[config.mk]
export PLATFORM = sky130hd
export DESIGN_NAME = bc1_bc2_bc3_block_decoder_unit
export DESIGN_NICKNAME = d
export VERILOG_FILES = /design/src/hw/rtl/bcdec_pkg.sv /design/src/hw/rtl/bcdec_front.sv /design/src/hw/rtl/bcdec_queue.sv /design/src/hw/rtl/bcdec_back.sv /design/src/hw/rtl/bc1_bc2_bc3_block_decoder_unit.sv
export VERILOG_INCLUDE_DIRS = /design/src /design/src/hw/rtl
export SDC_FILE = /design/constraint.sdc
export NUM_CORES = 2
export LEC_CHECK = 0
export BUFFER_PORTS_ARGS = -buffer_cell sky130_fd_sc_hd__buf_2
export CORE_ASPECT_RATIO = 0.75
export CORE_MARGIN = 2
export CORE_UTILIZATION = 40
export CTS_CLUSTER_SIZE = 24
export DETAILED_ROUTE_END_ITERATION = 12
export HOLD_SLACK_MARGIN = 0.02
export PLACE_DENSITY = 0.55
export SYNTH_ARGS = -nofsm -noshare
export SYNTH_HDL_FRONTEND = slang
export SYNTH_HIERARCHICAL = 1
export SYNTH_SLANG_ARGS = --single-unit
[constraint.sdc]
create_clock -name clock -period 17.3 [get_ports clock]
set_input_delay 1.73 -clock clock [delete_from_list [all_inputs] [get_ports clock]]
set_output_delay 1.73 -clock clock [all_outputs]
set_load 0.01 [all_outputs]
[src/hw/rtl/bc1_bc2_bc3_block_decoder_unit_macros.svh]
// Assertion macros shared by the decoder RTL.
`ifndef BC1_BC2_BC3_BLOCK_DECODER_UNIT_MACROS_SVH
`define BC1_BC2_BC3_BLOCK_DECODER_UNIT_MACROS_SVH
`ifndef SYNTHESIS
// Same-cycle implication, checked outside reset.
`define BCDEC_ASSERT_IMPL(label, clk, rst, ante, cons) \
   label: assert property (@(posedge clk) disable iff (rst) (ante) |-> (cons)) \
      else $error("assertion failed");
// Next-cycle implication, checked outside reset.
`define BCDEC_ASSERT_NEXT(label, clk, rst, ante, cons) \
   label: assert property (@(posedge clk) disable iff (rst) (ante) |=> (cons)) \
      else $error("assertion failed");
`else
`define BCDEC_ASSERT_IMPL(label, clk, rst, ante, cons)
`define BCDEC_ASSERT_NEXT(label, clk, rst, ante, cons)
`endif
`endif

[src/hw/rtl/bcdec_pkg.sv]
`default_nettype none
package bcdec_pkg;

   localparam int TEXELS      = 16;
   localparam int TEXEL_IDX_W = $clog2(TEXELS);
   localparam logic [TEXEL_IDX_W-1:0] LAST_TEXEL = TEXEL_IDX_W'(TEXELS - 1);

   localparam logic [1:0] FMT_BC1 = 2'd0;
   localparam logic [1:0] FMT_BC2 = 2'd1;
   localparam logic [1:0] FMT_BC3 = 2'd2;

   localparam int QUEUE_DEPTH = 2;
   localparam int QUEUE_PTR_W = (QUEUE_DEPTH > 1) ? $clog2(QUEUE_DEPTH) : 1;
   localparam int QUEUE_CNT_W = $clog2(QUEUE_DEPTH + 1);

   // Channel order inside an rgb value: 0 blue, 1 green, 2 red.
   typedef logic [2:0][7:0] rgb_type;

   // One fully decoded block waiting for texel output.
   typedef struct packed {
      logic [1:0]        mode;
      logic [3:0][31:0]  color_pal;
      logic [7:0][7:0]   alpha_pal;
      logic [31:0]       color_idx;
      logic [63:0]       alpha_blk;
   } block_entry_type;

   function automatic rgb_type expand565(input logic [15:0] c);
      rgb_type res;
      res[2] = {c[15:11], c[15:13]};
      res[1] = {c[10:5], c[10:9]};
      res[0] = {c[4:0], c[4:2]};
      return res;
   endfunction

   // Reciprocal multiplications, exact for the sum ranges that occur here.
   function automatic logic [7:0] div3(input logic [9:0] x);
      logic [19:0] p;
      p = 20'(x) * 20'd683;
      return p[18:11];
   endfunction

   function automatic logic [7:0] div5(input logic [10:0] x);
      logic [21:0] p;
      p = 22'(x) * 22'd1639;
      return p[20:13];
   endfunction

   function automatic logic [7:0] div7(input logic [10:0] x);
      logic [22:0] p;
      p = 23'(x) * 23'd2341;
      return p[21:14];
   endfunction

endpackage
`default_nettype wire

[src/hw/rtl/bcdec_front.sv]
`default_nettype none
module bcdec_front (
   input  wire logic                      clock,
   input  wire logic                      reset,
   input  wire logic                      push,
   output logic                           full,
   input  wire logic [63:0]               req_color_block,
   input  wire logic [63:0]               req_alpha_block,
   input  wire logic [1:0]                format_mode,
   input  wire logic                      q_full,
   output logic                           q_wr,
   output bcdec_pkg::block_entry_type     q_data
);

   logic                   valid_ff, valid_in;
   logic [1:0]             mode_ff;
   logic                   four_ff, alpha8_ff;
   bcdec_pkg::rgb_type     e0_ff, e1_ff, chalf_ff;
   logic [2:0][9:0]        csum2_ff, csum3_ff;
   logic [5:0][10:0]       asum_ff;
   logic [31:0]            cidx_ff;
   logic [63:0]            ablk_ff;

   logic                   accept;
   logic                   four_c, alpha8_c;
   bcdec_pkg::rgb_type     e0_c, e1_c, chalf_c;
   logic [2:0][9:0]        csum2_c, csum3_c;
   logic [5:0][10:0]       asum_c;
   logic [7:0]             a0, a1;

   assign full   = valid_ff && q_full;
   assign accept = push && !full;
   assign q_wr   = valid_ff && !q_full;

   assign a0       = req_alpha_block[7:0];
   assign a1       = req_alpha_block[15:8];
   assign alpha8_c = a0 > a1;
   assign four_c   = (format_mode == bcdec_pkg::FMT_BC2) ||
                     (format_mode == bcdec_pkg::FMT_BC3) ||
                     (req_color_block[15:0] > req_color_block[31:16]);
   assign e0_c     = bcdec_pkg::expand565(req_color_block[15:0]);
   assign e1_c     = bcdec_pkg::expand565(req_color_block[31:16]);

   // Weighted endpoint sums; the divisions follow in the next cycle.
   always_comb begin
      logic [2:0]  w0, w1;
      logic [8:0]  hsum;
      for (int ch = 0; ch < 3; ch++) begin
         csum2_c[ch] = {1'b0, e0_c[ch], 1'b0} + 10'(e1_c[ch]);
         csum3_c[ch] = 10'(e0_c[ch]) + {1'b0, e1_c[ch], 1'b0};
         hsum        = 9'(e0_c[ch]) + 9'(e1_c[ch]);
         chalf_c[ch] = hsum[8:1];
      end
      for (int k = 1; k <= 6; k++) begin
         if (alpha8_c) begin
            w0 = 3'(7 - k);
            w1 = 3'(k);
         end else if (k <= 4) begin
            w0 = 3'(5 - k);
            w1 = 3'(k);
         end else begin
            w0 = 3'd0;
            w1 = 3'd0;
         end
         asum_c[k-1] = 11'(w0) * 11'(a0) + 11'(w1) * 11'(a1);
      end
   end

   always_comb begin
      valid_in = valid_ff;
      if (accept) begin
         valid_in = 1'b1;
      end else if (q_wr) begin
         valid_in = 1'b0;
      end
   end

   always_ff @(posedge clock) begin
      if (reset) begin
         valid_ff <= 1'b0;
      end else begin
         valid_ff <= valid_in;
      end
   end

   always_ff @(posedge clock) begin
      if (accept) begin
         mode_ff   <= format_mode;
         four_ff   <= four_c;
         alpha8_ff <= alpha8_c;
         e0_ff     <= e0_c;
         e1_ff     <= e1_c;
         chalf_ff  <= chalf_c;
         csum2_ff  <= csum2_c;
         csum3_ff  <= csum3_c;
         asum_ff   <= asum_c;
         cidx_ff   <= req_color_block[63:32];
         ablk_ff   <= req_alpha_block;
      end
   end

   // Palette construction for the queue entry.
   always_comb begin
      q_data.mode      = mode_ff;
      q_data.color_idx = cidx_ff;
      q_data.alpha_blk = ablk_ff;
      q_data.color_pal[0] = {8'hFF, e0_ff[2], e0_ff[1], e0_ff[0]};
      q_data.color_pal[1] = {8'hFF, e1_ff[2], e1_ff[1], e1_ff[0]};
      if (four_ff) begin
         q_data.color_pal[2] = {8'hFF, bcdec_pkg::div3(csum2_ff[2]),
                                bcdec_pkg::div3(csum2_ff[1]), bcdec_pkg::div3(csum2_ff[0])};
         q_data.color_pal[3] = {8'hFF, bcdec_pkg::div3(csum3_ff[2]),
                                bcdec_pkg::div3(csum3_ff[1]), bcdec_pkg::div3(csum3_ff[0])};
      end else begin
         // Three-color mode: the last entry is transparent black.
         q_data.color_pal[2] = {8'hFF, chalf_ff[2], chalf_ff[1], chalf_ff[0]};
         q_data.color_pal[3] = 32'h0000_0000;
      end
      q_data.alpha_pal[0] = ablk_ff[7:0];
      q_data.alpha_pal[1] = ablk_ff[15:8];
      for (int k = 1; k <= 6; k++) begin
         if (alpha8_ff) begin
            q_data.alpha_pal[k+1] = bcdec_pkg::div7(asum_ff[k-1]);
         end else if (k <= 4) begin
            q_data.alpha_pal[k+1] = bcdec_pkg::div5(asum_ff[k-1]);
         end else if (k == 5) begin
            q_data.alpha_pal[k+1] = 8'h00;
         end else begin
            q_data.alpha_pal[k+1] = 8'hFF;
         end
      end
   end

endmodule
`default_nettype wire

[src/hw/rtl/bcdec_queue.sv]
`default_nettype none
module bcdec_queue (
   input  wire logic                      clock,
   input  wire logic                      reset,
   input  wire logic                      wr_en,
   input  wire bcdec_pkg::block_entry_type wr_data,
   output logic                           q_full,
   input  wire logic                      rd_en,
   output bcdec_pkg::block_entry_type     rd_data,
   output logic                           q_empty
);

   bcdec_pkg::block_entry_type                   mem_ff [bcdec_pkg::QUEUE_DEPTH];
   logic [bcdec_pkg::QUEUE_PTR_W-1:0]            wr_ptr_ff, wr_ptr_in;
   logic [bcdec_pkg::QUEUE_PTR_W-1:0]            rd_ptr_ff, rd_ptr_in;
   logic [bcdec_pkg::QUEUE_CNT_W-1:0]            count_ff, count_in;
   logic                                         do_wr, do_rd;

   localparam logic [bcdec_pkg::QUEUE_PTR_W-1:0] PTR_LAST =
      bcdec_pkg::QUEUE_PTR_W'(bcdec_pkg::QUEUE_DEPTH - 1);
   localparam logic [bcdec_pkg::QUEUE_CNT_W-1:0] CNT_MAX =
      bcdec_pkg::QUEUE_CNT_W'(bcdec_pkg::QUEUE_DEPTH);

   assign q_full  = count_ff == CNT_MAX;
   assign q_empty = count_ff == '0;
   assign do_wr   = wr_en && !q_full;
   assign do_rd   = rd_en && !q_empty;
   assign rd_data = mem_ff[rd_ptr_ff];

   always_comb begin
      wr_ptr_in = wr_ptr_ff;
      rd_ptr_in = rd_ptr_ff;
      count_in  = count_ff;
      if (do_wr) begin
         wr_ptr_in = (wr_ptr_ff == PTR_LAST) ? '0 : wr_ptr_ff + 1'b1;
      end
      if (do_rd) begin
         rd_ptr_in = (rd_ptr_ff == PTR_LAST) ? '0 : rd_ptr_ff + 1'b1;
      end
      if (do_wr && !do_rd) begin
         count_in = count_ff + 1'b1;
      end else if (do_rd && !do_wr) begin
         count_in = count_ff - 1'b1;
      end
   end

   always_ff @(posedge clock) begin
      if (reset) begin
         wr_ptr_ff <= '0;
         rd_ptr_ff <= '0;
         count_ff  <= '0;
      end else begin
         wr_ptr_ff <= wr_ptr_in;
         rd_ptr_ff <= rd_ptr_in;
         count_ff  <= count_in;
      end
   end

   always_ff @(posedge clock) begin
      if (do_wr) begin
         mem_ff[wr_ptr_ff] <= wr_data;
      end
   end

endmodule
`default_nettype wire

[src/hw/rtl/bcdec_back.sv]
`default_nettype none
module bcdec_back (
   input  wire logic                                 clock,
   input  wire logic                                 reset,
   input  wire logic                                 q_empty,
   input  wire bcdec_pkg::block_entry_type           q_data,
   output logic                                      q_rd,
   input  wire logic                                 pop,
   output logic                                      empty,
   output logic [31:0]                               rsp_texel_bgra,
   output logic [3:0]                                rsp_texel_index,
   output logic                                      rsp_last_texel
);

   logic [bcdec_pkg::TEXEL_IDX_W-1:0] cnt_ff, cnt_in;
   logic                              out_valid_ff, out_valid_in;
   logic [31:0]                       bgra_ff, bgra_in;
   logic [3:0]                        index_ff;
   logic                              last_ff;
   logic                              advance;
   logic [1:0]                        ci;
   logic [3:0]                        nib;
   logic [2:0]                        ai;
   logic [31:0]                       base;

   assign advance = !q_empty && (!out_valid_ff || pop);
   assign q_rd    = advance && (cnt_ff == bcdec_pkg::LAST_TEXEL);

   assign ci   = q_data.color_idx[{cnt_ff, 1'b0} +: 2];
   assign nib  = q_data.alpha_blk[{cnt_ff, 2'b00} +: 4];
   assign ai   = q_data.alpha_blk[6'(cnt_ff) * 6'd3 + 6'd16 +: 3];
   assign base = q_data.color_pal[ci];

   always_comb begin
      unique case (q_data.mode)
         bcdec_pkg::FMT_BC2: bgra_in = {nib, nib, base[23:0]};
         bcdec_pkg::FMT_BC3: bgra_in = {q_data.alpha_pal[ai], base[23:0]};
         default:            bgra_in = base;
      endcase
   end

   always_comb begin
      cnt_in       = cnt_ff;
      out_valid_in = out_valid_ff;
      if (advance) begin
         cnt_in       = cnt_ff + 1'b1;
         out_valid_in = 1'b1;
      end else if (pop) begin
         out_valid_in = 1'b0;
      end
   end

   always_ff @(posedge clock) begin
      if (reset) begin
         cnt_ff       <= '0;
         out_valid_ff <= 1'b0;
      end else begin
         cnt_ff       <= cnt_in;
         out_valid_ff <= out_valid_in;
      end
   end

   always_ff @(posedge clock) begin
      if (advance) begin
         bgra_ff  <= bgra_in;
         index_ff <= 4'(cnt_ff);
         last_ff  <= cnt_ff == bcdec_pkg::LAST_TEXEL;
      end
   end

   assign empty           = !out_valid_ff;
   assign rsp_texel_bgra  = bgra_ff;
   assign rsp_texel_index = index_ff;
   assign rsp_last_texel  = last_ff;

endmodule
`default_nettype wire

[src/hw/rtl/bc1_bc2_bc3_block_decoder_unit.sv]
`default_nettype none
// Decodes one BC1, BC2 or BC3 (DXT1/3/5) 4x4 block per transaction into sixteen BGRA8 texels
// delivered in raster order, the sixteenth flagged by rsp_last_texel. The texel output
// stage emits one texel per cycle while a block is queued and the output is empty or popped,
// and the front end accepts new blocks while earlier ones are still being output. The first
// texel of a block passes the front-end registers, the queue and the output register.
// A front end expands endpoints and registers the palette sums, then builds both palettes;
// a two-entry queue of decoded blocks lets it run ahead of the output. The format register
// is sampled when a block is accepted and should be written only while no block is in flight.
`include "bc1_bc2_bc3_block_decoder_unit_macros.svh"
module bc1_bc2_bc3_block_decoder_unit (
   input  wire logic        clock,
   input  wire logic        reset,
   input  wire logic        push,
   output logic             full,
   input  wire logic [63:0] req_color_block,
   input  wire logic [63:0] req_alpha_block,
   output logic             empty,
   input  wire logic        pop,
   output logic [31:0]      rsp_texel_bgra,
   output logic [3:0]       rsp_texel_index,
   output logic             rsp_last_texel,
   input  wire logic        csr_write_enable,
   input  wire logic [1:0]  csr_write_data
);

   logic [1:0]                   format_mode_q_ff;
   logic                         q_wr, q_full, q_rd, q_empty;
   bcdec_pkg::block_entry_type   q_wr_data, q_rd_data;

   always_ff @(posedge clock) begin
      if (reset) begin
         format_mode_q_ff <= bcdec_pkg::FMT_BC1;
      end else if (csr_write_enable) begin
         format_mode_q_ff <= csr_write_data;
      end
   end

   bcdec_front u_front (
      .clock           (clock),
      .reset           (reset),
      .push            (push),
      .full            (full),
      .req_color_block (req_color_block),
      .req_alpha_block (req_alpha_block),
      .format_mode     (format_mode_q_ff),
      .q_full          (q_full),
      .q_wr            (q_wr),
      .q_data          (q_wr_data)
   );

   bcdec_queue u_queue (
      .clock   (clock),
      .reset   (reset),
      .wr_en   (q_wr),
      .wr_data (q_wr_data),
      .q_full  (q_full),
      .rd_en   (q_rd),
      .rd_data (q_rd_data),
      .q_empty (q_empty)
   );

   bcdec_back u_back (
      .clock           (clock),
      .reset           (reset),
      .q_empty         (q_empty),
      .q_data          (q_rd_data),
      .q_rd            (q_rd),
      .pop             (pop),
      .empty           (empty),
      .rsp_texel_bgra  (rsp_texel_bgra),
      .rsp_texel_index (rsp_texel_index),
      .rsp_last_texel  (rsp_last_texel)
   );

   `BCDEC_ASSERT_IMPL(a_last_flag, clock, reset, !empty,
      rsp_last_texel == (rsp_texel_index == bcdec_pkg::LAST_TEXEL))
   `BCDEC_ASSERT_NEXT(a_texel_order, clock, reset, !empty && pop && !rsp_last_texel,
      !empty && (rsp_texel_index == 4'($past(rsp_texel_index) + 4'd1)))
   `BCDEC_ASSERT_IMPL(a_no_queue_overflow, clock, reset, q_wr, !q_full)
   `BCDEC_ASSERT_IMPL(a_full_needs_queue_full, clock, reset, full, q_full)

endmodule
`default_nettype wire
==> impl_summary.md <==
Worst setup path
In this run the worst setup path begins at req_alpha_block[13]. The critical path in this run is classified as in2reg. The slowest stage cell on the critical path is sky130_fd_sc_hd__fa_1. Walking the worst path, the cells encountered are buf_2, inv_1, ha_1, a21o_1, a21o_1, a21oi_1, o21ai_0, o21a_1, nand2_1, inv_1, fa_1, inv_1, fa_1, inv_1, ha_1, ha_1, a21o_1, a21oi_1, o21bai_1, a21oi_1, o21bai_1, a21oi_1, xnor2_1. The critical-path maximum fanout is 26. At the worst endpoint, the arrival time is 6.54 ns. STA classifies the critical path startpoint as an input pin. The worst setup path is captured at a register. The critical path contains buffers and inverters numbering 5 combined. The worst setup slack for register-to-register paths is 11.46 ns. The kind of cell with the highest combined delay along the critical path is compound AO/OA/AOI/OAI gates.

The largest single stage delay on the critical path is 0.52 ns. The required time of the critical path is 17.74 ns.

Synth
Sequential elements use 38.6% of the synthesized area. The number of flip-flops and latches in the synthesized netlist is 902. The count of different cell masters after synthesis is 103. The number of enable flip-flop cells after synthesis is 889. The largest area contributor in the synthesized netlist is sky130_fd_sc_hd__edfxtp_1. The Yosys step of the flow raised 6 warnings. The top flip-flop cell by instance count after synthesis is sky130_fd_sc_hd__edfxtp_1. The commonest cells after synthesis are 1,172 x sky130_fd_sc_hd__ha_1, 939 x sky130_fd_sc_hd__inv_1, 889 x sky130_fd_sc_hd__edfxtp_1.

Of the post-synthesis cell area, the dominant cell type holds 38.3%. Summing every instance area after synthesis gives 69,800 µm². The gate count after technology mapping is 5,373. In the post-synthesis netlist, the biggest area contributors are sky130_fd_sc_hd__edfxtp_1 38%, sky130_fd_sc_hd__ha_1 21%, sky130_fd_sc_hd__fa_1 12%.

The synthesized area per cell is 13.0 µm². By instance count, the leading cell after synthesis is sky130_fd_sc_hd__ha_1. The share of async-settable or async-resettable flops after synthesis is 0%.

Flow run
Max-cap violations in this run came to 0.

Timing
The final-report hold violation count is 0. Derived from the worst setup path, the maximum achievable clock frequency is 164 MHz. Setup repair after global routing left no endpoint under its margin.

Final hold analysis gives a worst-case slack of 0.440 ns. In the final timing run, aggregate negative setup slack is 0 ns. Dividing the final minimum period by the clock period gives 35.2%.

The final count of pins violating max slew is 0. Setup violations remaining at the end of the flow were counted as 0. The post-route minimum period is 6.10 ns. Measured against its own limit, the worst slew margin works out to 29.0%. For the pin with the worst max-slew slack, the measured transition is 1.07 ns.

Between clock sinks in the finished design, the worst skew comes to 0.0381 ns.

Route
The average vias per placed instance is 5.04. The via count is 39,828. In the routed design, unresolved DRC markers number 0.

The detail route stage leaves a number of antenna-violating nets equal to 0. The routed design has 159 mm of wire. After the first detailed-routing iteration, the DRC count stood at 2,803. The per-cell routed wire length is 20.2 µm.

The number of iterations in the first detailed-routing pass is 7.

Clock network
The maximum buffer depth of the clock tree is 3. The number of setup buffers added after CTS is 0. The number of instances resized during post-cts repair is 0.

The total of hold buffers inserted after clock tree synthesis is 0. The tree is rooted in a sky130_fd_sc_hd__clkbuf_16. Counting the buffers created by CTS gives 96. The clock tree from TritonCTS is built. After clock tree synthesis, the clock-pin slew on the worst setup and hold paths is 0.06 ns. The clock drives 902 sinks. The depth of the CTS H-tree is 3. At the later pin of the worst-skew pair, clock insertion delay measures 0.72 ns.

Global route
The global-route wire length before repair is 249 mm. The via count of the first global-routing pass came to 41,344. Summed over all layers, the global routing overflow is 0. Entering global routing, the biggest net connects 113 pins. The total routing resource utilization after global routing is 18.2%. The number of antenna violations at the first check in global routing is 12.

Die
The total I/O pin count is 174. Once the floorplan was initialized, standard cells occupied 40.3% of the core. The die span in y is 366 µm. The width of the chip is 486 µm.

The region available for standard cell placement spans 173,000 µm². The floorplan has 132 rows. The die covers 178,000 µm².

Finish
Summing all multi-input logic gate instances after layout gives 38,300 µm². After the last flow step, the layout net total stands at 7,246. The fraction of layout instances using a drive strength above 1 is 14.0%. The filler cells instantiated in the layout total 15,762. Summing all flip-flop and latch instances after layout gives 27,000 µm². From synthesis to final layout, the design area changed by 8.78%.

Place
The half-perimeter wire length of the detailed placement result is 122 mm. The congestion estimate from routability-driven global placement came to 0.862. The port buffer count is 173.

Status
The run finished with clean final reports.

Hold path
The worst hold path begins at u_front/cidx_ff[1]$_DFFE_PP_. The tightest min-delay check is of the reg2reg type.
[through the flow]
step	cells	worst slack, ns	util, %	area (µm²)
4_1_cts	7889	11.30	43.9	75900
6_report	7895	11.20	43.9	75900
3_3_place_gp	7715	10.55	42.0	72700
3_5_place_dp	7715	10.53	42.0	72700
5_1_grt	7889	10.89	43.9	75900
2_1_floorplan	5396	2.93	-	69800
[state kept, by name, summed over array words and instances, names as in the netlist, 4 cells and up, named ones only]
signal / flops
u_front/ablk_ff: 62
u_front/csum2_ff: 27
u_back/rsp_texel_bgra: 32
u_back/rsp_texel_index: 4
u_front/chalf_ff: 24
u_back/cnt_ff: 4
u_front/q_data: 32
u_queue/mem_ff: 580
u_front/asum_ff: 64
u_front/cidx_ff: 32
u_front/csum3_ff: 27
[cell type report]
type | instances | area share [%]
Antenna cell | 6 | 0.0198
Clock buffer | 119 | 3.34
Clock inverter | 55 | 0.826
Inverter | 942 | 4.67
Multi-Input combinational cell | 3390 | 50.4
Sequential cell | 902 | 35.5
Tap cell | 2278 | 3.76
Timing Repair Buffer | 203 | 1.44
[cell families after synthesis]
group	share of synthesized area, %
other	0.0108
flip-flops	38.6
adder cells (fa/ha/maj)	32.6
multiplexers	10.1
XOR/XNOR	3.10
AO/OA/AOI/OAI	5.62
AND/OR/NAND/NOR	3.24
buffers and inverters	6.67
[placed cells by master, fill, tap and decap left out, drive strengths merged, types with 7 or more instances in the layout]
cell type	instances
mux2i	79
nor2b	28
bufinv	10
o21ai	116
a222oi	8
nand2b	32
a32oi	8
conb	25
mux2	318
a31o	11
nor2	129
a21o	77
o2111ai	7
or3	15
xnor2	187
and3	17
ha	1172
a21oi	186
o21bai	35
inv	945
buf	203
nand3	40
mux4	99
o21a	25
o31ai	16
clkbuf	119
nor3	34
a31oi	19
edfxtp	889
o211ai	17
clkinv	39
dfxtp	13
xor2	60
and2	18
fa	404
a211oi	11
nand4	19
or2	7
nand2	93
[worst reg2reg max path, stage by stage (launching register included)]
cell,delay [ns]
sky130_fd_sc_hd__dfxtp_4,0.81
sky130_fd_sc_hd__buf_4,0.68
sky130_fd_sc_hd__buf_4,0.78
sky130_fd_sc_hd__mux2_2,0.51
sky130_fd_sc_hd__mux4_1,0.52
sky130_fd_sc_hd__o2111ai_1,0.23
sky130_fd_sc_hd__a41oi_2,0.17
sky130_fd_sc_hd__a31oi_4,0.19
sky130_fd_sc_hd__buf_4,0.53
sky130_fd_sc_hd__mux2i_1,0.75
sky130_fd_sc_hd__a32oi_1,0.20
sky130_fd_sc_hd__a31o_1,0.24
[worst paths after layout]
kind,endpoint,cells past startpoint
min reg2reg,u_queue/mem_ff[1][65]$_DFFE_PP_,0
max reg2reg,u_back/rsp_texel_bgra[29]$_DFFE_PP_,11
max,u_front/asum_ff[32]$_DFFE_PP_,23
min,u_queue/mem_ff[1][65]$_DFFE_PP_,0
[per-layer routing]
metal  vias up  part of all wire [%]  GRT usage (%)
li1      19269                     -              -
met1     19735                    51           27.7
met2       676                    43           27.6
met3       140                   4.2           2.49
met4         8                   1.4           3.20
met5         -                 0.026              0
Power is not shown: default switching activity piles up to over one toggle a cycle in this logic, so the estimate is an artifact.
